[src/rtl/core/bfdos_pkg.sv]
package bfdos_pkg;

  localparam int DepthDefault = 8;
  localparam logic [3:0] CapReset = 4'd5;

  localparam logic [1:0] OP_INSERT  = 2'd0;
  localparam logic [1:0] OP_DELETE  = 2'd1;
  localparam logic [1:0] OP_SEARCH  = 2'd2;
  localparam logic [1:0] OP_DISPLAY = 2'd3;

  localparam logic [1:0] ST_DONE    = 2'd0;
  localparam logic [1:0] ST_EMPTY   = 2'd1;
  localparam logic [1:0] ST_DROPPED = 2'd2;

  typedef struct packed {
    logic [1:0]         op;
    logic signed [31:0] value;
  } in_t;

  typedef struct packed {
    logic [1:0]         status;
    logic signed [31:0] data;
    logic               found;
    logic               last;
  } out_t;

  typedef enum logic [2:0] {
    S_IDLE,
    S_OP,
    S_DROP,
    S_DEL,
    S_SCAN,
    S_DISP,
    S_RESP
  } state_t;

endpackage

[src/rtl/core/bfdos_mem.sv]
module bfdos_mem #(
  parameter int DEPTH = bfdos_pkg::DepthDefault,
  parameter int AW = (DEPTH > 1) ? $clog2(DEPTH) : 1
) (
  input  logic          clk,
  input  logic          we,
  input  logic [AW-1:0] waddr,
  input  logic [31:0]   wdata,
  input  logic          re,
  input  logic [AW-1:0] raddr,
  output logic [31:0]   rdata
);

  logic [31:0] mem [DEPTH];

  always_ff @(posedge clk) begin
    if (we) begin
      mem[waddr] <= wdata;
    end
  end

  // Read data holds while no read is issued, so a stalled display keeps its word.
  always_ff @(posedge clk) begin
    if (re) begin
      rdata <= mem[raddr];
    end
  end

endmodule

[src/rtl/core/bfdos_ctrl.sv]
module bfdos_ctrl #(
  parameter int DEPTH = bfdos_pkg::DepthDefault,
  parameter int AW = (DEPTH > 1) ? $clog2(DEPTH) : 1,
  parameter int CW = $clog2(DEPTH + 1)
) (
  input  logic             clk,
  input  logic             rst,
  input  logic             cfg_we,
  input  logic [3:0]       cfg_wdata,
  input  logic             in_valid,
  output logic             in_stall,
  input  bfdos_pkg::in_t   in_data,
  output logic             res_valid,
  input  logic             res_ready,
  output bfdos_pkg::out_t  res,
  output logic             mem_we,
  output logic [AW-1:0]    mem_waddr,
  output logic [31:0]      mem_wdata,
  output logic             mem_re,
  output logic [AW-1:0]    mem_raddr,
  input  logic [31:0]      mem_rdata
);

  localparam int SW = CW + 1;
  localparam int EW = (CW > 4) ? CW + 1 : 5;

  bfdos_pkg::state_t state, state_next;
  bfdos_pkg::in_t    item;
  bfdos_pkg::out_t   res_q, res_q_next;
  logic [AW-1:0]     head, head_next;
  logic [CW-1:0]     count, count_next;
  logic [CW-1:0]     idx, idx_next;
  logic              hit, hit_next;
  logic [3:0]        cap;
  logic [EW-1:0]     eff_cap;
  logic              full;
  logic              idx_last;
  logic              match;

  // Ring slot of the entry that lies off places after the head.
  function automatic logic [AW-1:0] slot(input logic [AW-1:0] base,
                                         input logic [CW-1:0] off);
    logic [SW-1:0] sum;
    sum = SW'(base) + SW'(off);
    if (sum >= SW'(DEPTH)) begin
      sum = sum - SW'(DEPTH);
    end
    return sum[AW-1:0];
  endfunction

  always_comb begin
    if (cap == 4'd0) begin
      eff_cap = EW'(1);
    end else if (EW'(cap) > EW'(DEPTH)) begin
      eff_cap = EW'(DEPTH);
    end else begin
      eff_cap = EW'(cap);
    end
  end

  assign full     = (EW'(count) >= eff_cap) && (count != '0);
  assign idx_last = (CW'(idx + CW'(1)) == count);
  assign match    = (mem_rdata == item.value);
  assign in_stall = (state != bfdos_pkg::S_IDLE);

  always_ff @(posedge clk) begin
    if (rst) begin
      state <= bfdos_pkg::S_IDLE;
      head  <= '0;
      count <= '0;
      cap   <= bfdos_pkg::CapReset;
    end else begin
      state <= state_next;
      head  <= head_next;
      count <= count_next;
      if (cfg_we) begin
        cap <= cfg_wdata;
      end
    end
  end

  always_ff @(posedge clk) begin
    if (in_valid && !in_stall) begin
      item <= in_data;
    end
    res_q <= res_q_next;
    idx   <= idx_next;
    hit   <= hit_next;
  end

  always_comb begin
    state_next = state;
    head_next  = head;
    count_next = count;
    idx_next   = idx;
    hit_next   = hit;
    res_q_next = res_q;
    mem_we     = 1'b0;
    mem_waddr  = slot(head, count);
    mem_wdata  = item.value;
    mem_re     = 1'b0;
    mem_raddr  = head;
    res_valid  = 1'b0;
    res        = res_q;

    unique case (state)
      bfdos_pkg::S_IDLE: begin
        if (in_valid) begin
          state_next = bfdos_pkg::S_OP;
        end
      end

      bfdos_pkg::S_OP: begin
        res_q_next = '{status: bfdos_pkg::ST_DONE, data: '0, found: 1'b0, last: 1'b1};
        idx_next   = '0;
        hit_next   = 1'b0;
        unique case (item.op)
          bfdos_pkg::OP_INSERT: begin
            if (full) begin
              mem_re     = 1'b1;
              state_next = bfdos_pkg::S_DROP;
            end else begin
              mem_we     = 1'b1;
              count_next = CW'(count + CW'(1));
              state_next = bfdos_pkg::S_RESP;
            end
          end
          bfdos_pkg::OP_DELETE: begin
            if (count == '0) begin
              res_q_next.status = bfdos_pkg::ST_EMPTY;
              state_next        = bfdos_pkg::S_RESP;
            end else begin
              mem_re     = 1'b1;
              state_next = bfdos_pkg::S_DEL;
            end
          end
          bfdos_pkg::OP_SEARCH: begin
            if (count == '0) begin
              state_next = bfdos_pkg::S_RESP;
            end else begin
              mem_re     = 1'b1;
              state_next = bfdos_pkg::S_SCAN;
            end
          end
          bfdos_pkg::OP_DISPLAY: begin
            if (count == '0) begin
              res_q_next.status = bfdos_pkg::ST_EMPTY;
              state_next        = bfdos_pkg::S_RESP;
            end else begin
              mem_re     = 1'b1;
              state_next = bfdos_pkg::S_DISP;
            end
          end
          default: begin
            state_next = bfdos_pkg::S_IDLE;
          end
        endcase
      end

      bfdos_pkg::S_DROP: begin
        // The oldest word is out of the RAM; the new value goes in after the newest entry.
        mem_we     = 1'b1;
        head_next  = slot(head, CW'(1));
        res_q_next = '{status: bfdos_pkg::ST_DROPPED, data: mem_rdata,
                       found: 1'b0, last: 1'b1};
        state_next = bfdos_pkg::S_RESP;
      end

      bfdos_pkg::S_DEL: begin
        head_next  = slot(head, CW'(1));
        count_next = CW'(count - CW'(1));
        res_q_next = '{status: bfdos_pkg::ST_DONE, data: mem_rdata,
                       found: 1'b0, last: 1'b1};
        state_next = bfdos_pkg::S_RESP;
      end

      bfdos_pkg::S_SCAN: begin
        if (idx_last) begin
          res_q_next = '{status: bfdos_pkg::ST_DONE, data: '0,
                         found: hit | match, last: 1'b1};
          state_next = bfdos_pkg::S_RESP;
        end else begin
          hit_next  = hit | match;
          idx_next  = CW'(idx + CW'(1));
          mem_re    = 1'b1;
          mem_raddr = slot(head, CW'(idx + CW'(1)));
        end
      end

      bfdos_pkg::S_DISP: begin
        res_valid = 1'b1;
        res = '{status: bfdos_pkg::ST_DONE, data: mem_rdata, found: 1'b0, last: idx_last};
        if (res_ready) begin
          if (idx_last) begin
            state_next = bfdos_pkg::S_IDLE;
          end else begin
            idx_next  = CW'(idx + CW'(1));
            mem_re    = 1'b1;
            mem_raddr = slot(head, CW'(idx + CW'(1)));
          end
        end
      end

      bfdos_pkg::S_RESP: begin
        res_valid = 1'b1;
        if (res_ready) begin
          state_next = bfdos_pkg::S_IDLE;
        end
      end

      default: begin
        state_next = bfdos_pkg::S_IDLE;
      end
    endcase
  end

  a_count_bound: assert property (@(posedge clk) disable iff (rst)
    (state == bfdos_pkg::S_SCAN || state == bfdos_pkg::S_DISP) |-> (idx < count))
    else $error("scan index beyond stored entries");

  a_delete_count: assert property (@(posedge clk) disable iff (rst)
    (state == bfdos_pkg::S_DEL) |=> (count == CW'($past(count) - CW'(1))))
    else $error("delete did not shrink the queue by one");

  a_drop_count: assert property (@(posedge clk) disable iff (rst)
    (state == bfdos_pkg::S_DROP) |=> (count == $past(count) && head != $past(head)
                                      || DEPTH == 1))
    else $error("overwrite insert changed the count or kept the head");

  a_last_idle: assert property (@(posedge clk) disable iff (rst)
    (res_valid && res_ready && res.last) |=> (state == bfdos_pkg::S_IDLE))
    else $error("sequencer busy after the final word of an item");

endmodule

[src/rtl/core/bounded_fifo_drop_oldest_search_core.sv]
// Channel   Direction  Handshake          Word
// input     in         in_valid/in_stall  in_data  (op, value)
// output    out        out_valid/out_stall out_data (status, data, found, last)
// config    in         cfg_we             cfg_wdata (capacity_limit)
//
// Entries live in one RAM with a single read port and a registered read. An insert
// that overwrites the oldest word passes a drop state; delete reads the head unless
// the queue is empty. Search reads one entry per cycle; an empty queue answers at
// once. Display sends one word per cycle after its first read while not stalled.
// Reset clears head and count and sets the capacity to 5; RAM contents are not cleared.
// A registered output word parts the sides; items are taken only while the sequencer idles.
module bounded_fifo_drop_oldest_search_core #(
  parameter int DEPTH = bfdos_pkg::DepthDefault
) (
  input  logic            clk,
  input  logic            rst,
  input  logic            cfg_we,
  input  logic [3:0]      cfg_wdata,
  input  logic            in_valid,
  output logic            in_stall,
  input  bfdos_pkg::in_t  in_data,
  output logic            out_valid,
  input  logic            out_stall,
  output bfdos_pkg::out_t out_data
);

  localparam int AW = (DEPTH > 1) ? $clog2(DEPTH) : 1;
  localparam int CW = $clog2(DEPTH + 1);

  logic            res_valid;
  logic            res_ready;
  bfdos_pkg::out_t res;
  logic            mem_we;
  logic [AW-1:0]   mem_waddr;
  logic [31:0]     mem_wdata;
  logic            mem_re;
  logic [AW-1:0]   mem_raddr;
  logic [31:0]     mem_rdata;

  bfdos_ctrl #(
    .DEPTH (DEPTH),
    .AW    (AW),
    .CW    (CW)
  ) u_ctrl (
    .clk       (clk),
    .rst       (rst),
    .cfg_we    (cfg_we),
    .cfg_wdata (cfg_wdata),
    .in_valid  (in_valid),
    .in_stall  (in_stall),
    .in_data   (in_data),
    .res_valid (res_valid),
    .res_ready (res_ready),
    .res       (res),
    .mem_we    (mem_we),
    .mem_waddr (mem_waddr),
    .mem_wdata (mem_wdata),
    .mem_re    (mem_re),
    .mem_raddr (mem_raddr),
    .mem_rdata (mem_rdata)
  );

  bfdos_mem #(
    .DEPTH (DEPTH),
    .AW    (AW)
  ) u_mem (
    .clk   (clk),
    .we    (mem_we),
    .waddr (mem_waddr),
    .wdata (mem_wdata),
    .re    (mem_re),
    .raddr (mem_raddr),
    .rdata (mem_rdata)
  );

  // The output register takes a new word once the held one is gone or leaving.
  assign res_ready = !out_valid || !out_stall;

  always_ff @(posedge clk) begin
    if (rst) begin
      out_valid <= 1'b0;
    end else if (res_ready) begin
      out_valid <= res_valid;
    end
  end

  always_ff @(posedge clk) begin
    if (res_ready && res_valid) begin
      out_data <= res;
    end
  end

endmodule
[config.mk]
export PLATFORM = sky130hd
export DESIGN_NAME = bounded_fifo_drop_oldest_search_core
export DESIGN_NICKNAME = d
export VERILOG_FILES = /design/src/rtl/core/bfdos_pkg.sv /design/src/rtl/core/bfdos_mem.sv /design/src/rtl/core/bfdos_ctrl.sv /design/src/rtl/core/bounded_fifo_drop_oldest_search_core.sv
export SDC_FILE = /design/constraint.sdc
export NUM_CORES = 1
export LEC_CHECK = 0
export ABC_AREA = 1
export BUFFER_PORTS_ARGS = -buffer_cell sky130_fd_sc_hd__buf_2
export CAP_MARGIN = 0
export CORE_ASPECT_RATIO = 0.9
export CORE_UTILIZATION = 55
export CTS_CLUSTER_DIAMETER = 30
export DETAILED_ROUTE_END_ITERATION = 7
export PLACE_DENSITY = 0.72
export SETUP_SLACK_MARGIN = 0.5
export SYNTH_ARGS = -nofsm -noshare
export SYNTH_HDL_FRONTEND = slang
export SYNTH_SLANG_ARGS = --single-unit
[constraint.sdc]
create_clock -name clk -period 10.3 [get_ports clk]
set_input_delay 2.06 -clock clk [delete_from_list [all_inputs] [get_ports clk]]
set_output_delay 2.06 -clock clk [all_outputs]
set_load 0.05 [all_outputs]
==> results of run 1 <==
## worst max path at each step
stage,endpoint,slack (ns),cells past startpoint
detailed placement,u_mem.rdata[5]$_DFFE_PP_,4.81,12
global placement,u_mem.rdata[8]$_DFFE_PP_,4.91,12
global route,u_mem.rdata[8]$_DFFE_PP_,4.98,12
finish,u_mem.rdata[8]$_DFFE_PP_,5.29,12
CTS,u_mem.rdata[8]$_DFFE_PP_,5.26,12
floorplan,out_data[0]$_SDFFCE_PN1P_,5.87,3
## cell usage after synthesis, drive strengths merged, types with 2 or more instances
cell type | n | area (sq um)
o21bai | 2 | 15.0
nand4 | 12 | 75.1
nand2 | 392 | 1490
a31oi | 2 | 12.5
nor2 | 61 | 250
xnor2 | 24 | 210
ha | 10 | 125
nor3 | 6 | 30.0
fa | 3 | 60.1
o21ai | 53 | 265
dfxtp | 15 | 300
inv | 331 | 1240
buf | 61 | 313
clkbuf | 12 | 45.0
edfxtp | 398 | 12000
or2 | 10 | 62.6
nor4 | 2 | 12.5
a21oi | 18 | 90.1
xor2 | 2 | 17.5
nand3 | 280 | 1420
## kinds of logic (layout without fill, tap and decap cells)
| logic type | Yosys count | in the layout | synth area share [%] |
|---|---|---|---|
| adder cells (fa/ha/maj) | 13 | 13 | 1.03 |
| AO/OA/AOI/OAI | 77 | 77 | 2.22 |
| XOR/XNOR | 26 | 26 | 1.26 |
| AND/OR/NAND/NOR | 763 | 763 | 18.5 |
| flip-flops | 413 | 413 | 68.0 |
| buffers and inverters | 405 | 572 | 8.91 |
## worst max-delay path, cell delays in order
cell and delay (ns):
buf_2 0.10, nand2_1 0.09, nor2_2 0.09, nor2_8 0.20
nand3_4 0.60, nand2_4 0.86, buf_4 0.74, nand2_1 0.17
nand3_1 0.15, nand2_1 0.10, nand2_1 0.07, nand2_1 0.06
## registers in the layout, summed over array words and instances (netlist names)
register          flops
u_ctrl.hit            1
u_ctrl.item           2
out_data             36
u_ctrl.res_q         35
u_ctrl.mem_wdata     32
u_ctrl.count          4
u_mem.mem           256
u_ctrl.state          3
u_ctrl.head           3
u_ctrl.cap            4
u_mem.rdata          32
out_valid             1
u_ctrl.idx            4
## metrics by stage
stage | power [mW] | cell area, sq um | setup WS (ns) | util [%]
2_1_floorplan | 3.96 | 18000 | 5.87 | -
3_3_place_gp | 4.46 | 18800 | 4.91 | 58.7
3_5_place_dp | 4.53 | 18800 | 4.81 | 58.7
4_1_cts | 7.14 | 21500 | 5.26 | 67.2
5_1_grt | 7.49 | 21500 | 4.98 | 67.2
6_report | 7.12 | 21500 | 5.29 | 67.2
## layer usage
layer,GRT usage [%],routed length [um],up-vias
li1,-,-,5787
met1,33.4,16900,5638
met2,40.3,19300,494
met3,5.26,3310,89
met4,9.65,1050,0
met5,0,0,-
## where the power goes
part	switching, mW	total (mW)	leakage (nW)	internal [mW]
clock	0.860	2.59	1.29	1.73
combinational	1.40	1.94	4.22	0.535
sequential	0.206	2.59	3.77	2.38
## final cells by class
cell class	count	area [sq um]	area share, %
sequential	413	12300	56.9
multi-input combinational	879	4280	19.9
clock buffer	89	2080	9.65
inverter	332	1250	5.79
clock inverter	56	646	3.00
tap	416	520	2.42
timing repair buffer	95	513	2.38
==> impl_metrics.toml, run 1 <==
[clocking]
hold_buffers = 0
numCtsBuffers = 79
cts_tree = "built"
clk_path_buf_depth = 3
clk_transition_reported_paths_ns = 0.05
clock_latency_ns = 0.57
cts_sinks = 413
cts-root-buf = "clkbuf_16"
post_cts_buffers = 0
cts_resized = 0
htree_levels = 3

[worst_setup_path]
cp-end-kind = "flip-flop"
r2r_slack_ns = 5.58
r2r-end = "u_mem.rdata[8]$_DFFE_PP_"
critPathLaunchType = "primary input"
crit_arrival_ns = 5.34
path_class = "in2reg"
crit_fanout = 70
worstPathRequired_ns = 10.63
crit_start = "out_stall"
regToRegStartpoint = "u_ctrl.state[2]$_SDFFE_PP0P_"
ff2ff_path_depth = 12

[hold_path]
whs_path_depth = 2
worstHoldPathType = "reg2reg"
hold_end = "u_ctrl.cap[0]$_SDFFE_PP1P_"
min_from = "u_ctrl.cap[0]$_SDFFE_PP1P_"

[outcome]
status = "finished with violations"
violations = "design-rule violations"

[floorplanning]
rows = 62
initial_utilization_pct = 56.2
fp.dieH_um = 174
top_level_ports = 81
die_w_um = 193
core_sq_um = 32000
dieArea_sq_um = 33500

[synthesis]
ys_seq_elements = 413
synthCells = 1697
yosysWarningCount = 0
syn_area_sq_um = 18000
synthFlopType = "edfxtp_1"
synth_cell_type_count = 32
async_reset_ff_share_pct = 0
ys_seq_area_share_pct = 68.0
syn_nets = 1753
synth_edf_count = 398
avgSynthCellArea_sq_um = 10.6

[global_route]
grt_pass1_vias = 11871
grt_pass1_wl_um = 63300
grt_max_degree = 91
overflow = 0
antenna_found_initial = 1
track_usage_pct = 25.1

[placed_design]
place_congestion = 0.798
io_buffers = 80
place_inst = 2135
dp_hpwl_um = 21800

[finish]
fill_cells = 2254
antenna_cells = 0
final_cell_mix = "398 x edfxtp_1, 386 x nand2_1, 329 x inv_1"
drive_gt1_share_pct = 13.9
area_growth_pct = 19.6
finalNonFillerCells = 2280
layout_commonest_cell = "edfxtp_1"
final_nets = 1856

[timing]
slew_headroom_pct = 27.4
fmax_ghz = 0.200
timing.hold.ws_ns = 0.495
clock_skew_ns = 0.0188
hold_viol_final = 0
rsz0062_at_grt = "no"
maxSlewViolCount = 0
worst_slew_pin_slew_ns = 1.09
period_needed_ns = 5.01
finalSetupTns_ns = 0
period_share_pct = 48.7
setup_viol = 0

[run]
cap_violations = 0

[power]
power_leakage_nw = 9.29
p_per_area_nw_per_um2 = 331
irDropWorstVdd_mv = 0.281

[route]
ant_nets = 0
vias = 12008
first_pass_iters = 8
routed_wl_um = 40600
drc_errors = 22
drt_iter0_drc = 1155
via_per_inst = 5.27
wl_per_cell_um = 17.8
(Power assumes the default switching activity.)
==> inputs of run 2 (changes only) <==
==> constraint.sdc (replaced) <==
create_clock -name clk -period 4.95 [get_ports clk]
set_input_delay 0.99 -clock clk [delete_from_list [all_inputs] [get_ports clk]]
set_output_delay 0.99 -clock clk [all_outputs]
set_load 0.05 [all_outputs]
==> impl_metrics.toml, run 2 (synthesized netlist as in run 1, its figures left out) <==
[global_route]
grt_pass1_wl_um = 64100
grt_max_degree = 75
antenna_found_initial = 0
track_usage_pct = 25.2
overflow = 0
grt_pass1_vias = 12242

[timing]
period_needed_ns = 3.86
finalSetupTns_ns = 0
period_share_pct = 77.9
maxSlewViolCount = 0
fmax_ghz = 0.259
rsz0062_at_grt = "no"
slew_headroom_pct = 26.0
timing.hold.ws_ns = 0.486
hold_viol_final = 0
worst_slew_pin_slew_ns = 1.11
clock_skew_ns = 0.0234
setup_viol = 0

[route]
via_per_inst = 5.35
wl_met1_um = 17200
ant_nets = 0
first_pass_iters = 8
top_layer = "met4"
drt_iter0_drc = 1319
dr_wl_met3_um = 3680
wl_per_cell_um = 17.9
vias = 12242
drc_errors = 23
routed_wl_um = 41100
wl_met2_um = 19000

[worst_setup_path]
worstPathRequired_ns = 5.28
crit_slowest_cell = "nand2_4"
cpMostUsedCell = "nand2_1"
r2r_slack_ns = 1.09
path_class = "reg2reg"
max_stage_delay_ns = 0.77
cp_cell_sequence = "ha_1 -> inv_1 -> nand2_1 -> nand3_1 -> nor2_2 -> nand2_2 -> nand3_4 -> nand2_4 -> buf_12 -> nand2_1 -> nand3_1 -> nand2_1 -> nand2_1 -> nand2_1"
cp-end-kind = "flip-flop"
ff2ff_path_depth = 14
r2r-end = "u_mem.rdata[18]$_DFFE_PP_"
crit_fanout = 57
crit_arrival_ns = 4.19
critPathLaunchType = "flip-flop"
regToRegStartpoint = "u_ctrl.idx[0]$_SDFFCE_PP0P_"

[outcome]
status = "finished with violations"
violations = "design-rule violations"

[clocking]
cts_resized = 0
cts_tree = "built"
htree_levels = 3
clock_latency_ns = 0.60
hold_buffers = 0
clk_path_buf_depth = 3
post_cts_buffers = 0
cts-root-buf = "clkbuf_16"
cts_sinks = 413
numCtsBuffers = 81
clk_transition_reported_paths_ns = 0.05

[power]
p_switching_mw = 5.29
pwr-share-comb_pct = 27.6
power_leakage_nw = 9.31
pwr-share-seq_pct = 36.3
switching_share_pct = 35.6
power.share.clock_pct = 36.1
p_per_area_nw_per_um2 = 689
irDropWorstVdd_mv = 0.691
finalPower_mw = 14.9
power.internal_mw = 9.58

[finish]
ff_latch_area_sq_um = 12300
area_growth_pct = 19.8
final_cell_mix = "398 x edfxtp_1, 386 x nand2_1, 329 x inv_1"
drive_gt1_share_pct = 14.1
final_cell_area_sq_um = 21600
layout_commonest_cell = "edfxtp_1"
final_nets = 1862
fill_cells = 2302
finalNonFillerCells = 2290
antenna_cells = 0
regMostFlops = "u_mem.mem"
reg_top3 = "u_mem.mem x256, out_data x36, u_ctrl.res_q x35"
multiInputGateArea_sq_um = 4270
largest_reg_flops = 256

[placed_design]
place_inst = 2139
dp_hpwl_um = 23500
io_buffers = 80
place_congestion = 0.831
dpl_cell_area_sq_um = 18800

[hold_path]
hold_end = "u_ctrl.cap[2]$_SDFFE_PP1P_"
worstHoldPathType = "reg2reg"
min_from = "u_ctrl.cap[2]$_SDFFE_PP1P_"
whs_path_depth = 2

[floorplanning]
dieArea_sq_um = 33500
top_level_ports = 81
die_w_um = 193
rows = 62
initial_utilization_pct = 56.2
core_sq_um = 32000
fp.dieH_um = 174

[run]
cap_violations = 0
## run 2: cell count changes in the layout (fill, tap and decap cells not counted), moves of 3 or more
cell	delta
inv_16	+4
clkinv_4	-8
bufinv_16	-3
clkbuf_1	+5
inv_6	+3
clkinv_2	+3
buf_4	+3
## run 2: worst max path at each step
stage | from | endpoint | slack (ns) | cells after the start
6_report | u_ctrl.idx[0]$_SDFFCE_PP0P_ | u_mem.rdata[18]$_DFFE_PP_ | 1.09 | 14
5_1_grt | u_ctrl.idx[0]$_SDFFCE_PP0P_ | u_mem.rdata[8]$_DFFE_PP_ | 0.82 | 14
4_1_cts | u_ctrl.idx[0]$_SDFFCE_PP0P_ | u_mem.rdata[8]$_DFFE_PP_ | 1.15 | 14
3_5_place_dp | out_stall | u_mem.rdata[6]$_DFFE_PP_ | 1.12 | 12
3_3_place_gp | out_stall | u_mem.rdata[31]$_DFFE_PP_ | 1.19 | 12
2_1_floorplan | u_ctrl.cap[0]$_SDFFE_PP1P_ | u_mem.rdata[0]$_DFFE_PP_ | 0.93 | 9
## run 2: layout make-up
cell class	count	area share (%)
Clock buffer	94	9.67
Clock inverter	57	2.94
Inverter	332	5.78
Multi-Input combinational cell	879	19.8
Sequential cell	413	56.8
Tap cell	416	2.41
Timing Repair Buffer	99	2.58
## run 2: layer usage
metal | GRT usage [%] | up-vias
met2 | 39.2 | 546
met3 | 6.19 | 112
met5 | 0 | -
met4 | 10.5 | 0
li1 | - | 5812
met1 | 33.8 | 5772
## run 2: power groups by stage
stage	combinational [mW]	clock, mW	sequential (mW)
after global placement	3.92	0	5.42
after global routing	4.57	5.58	5.46
after detailed placement	4.02	0	5.45
after floorplan	2.72	0	5.52
after CTS	4.09	5.40	5.39
final	4.11	5.36	5.40
## run 2: stage by stage
step	util (%)	worst slack, ns
4_1_cts	67.3	1.15
5_1_grt	67.3	0.823
3_5_place_dp	58.8	1.12
2_1_floorplan	-	0.935
6_report	67.3	1.09
3_3_place_gp	58.8	1.19
## run 2: worst max-delay path: cells and delay by family (launching register included)
kind | cells | cell delay, ns
simple gates | 11 | 2.27
flops | 1 | 0.46
buf+inv | 2 | 0.46
fa+ha+maj | 1 | 0.34
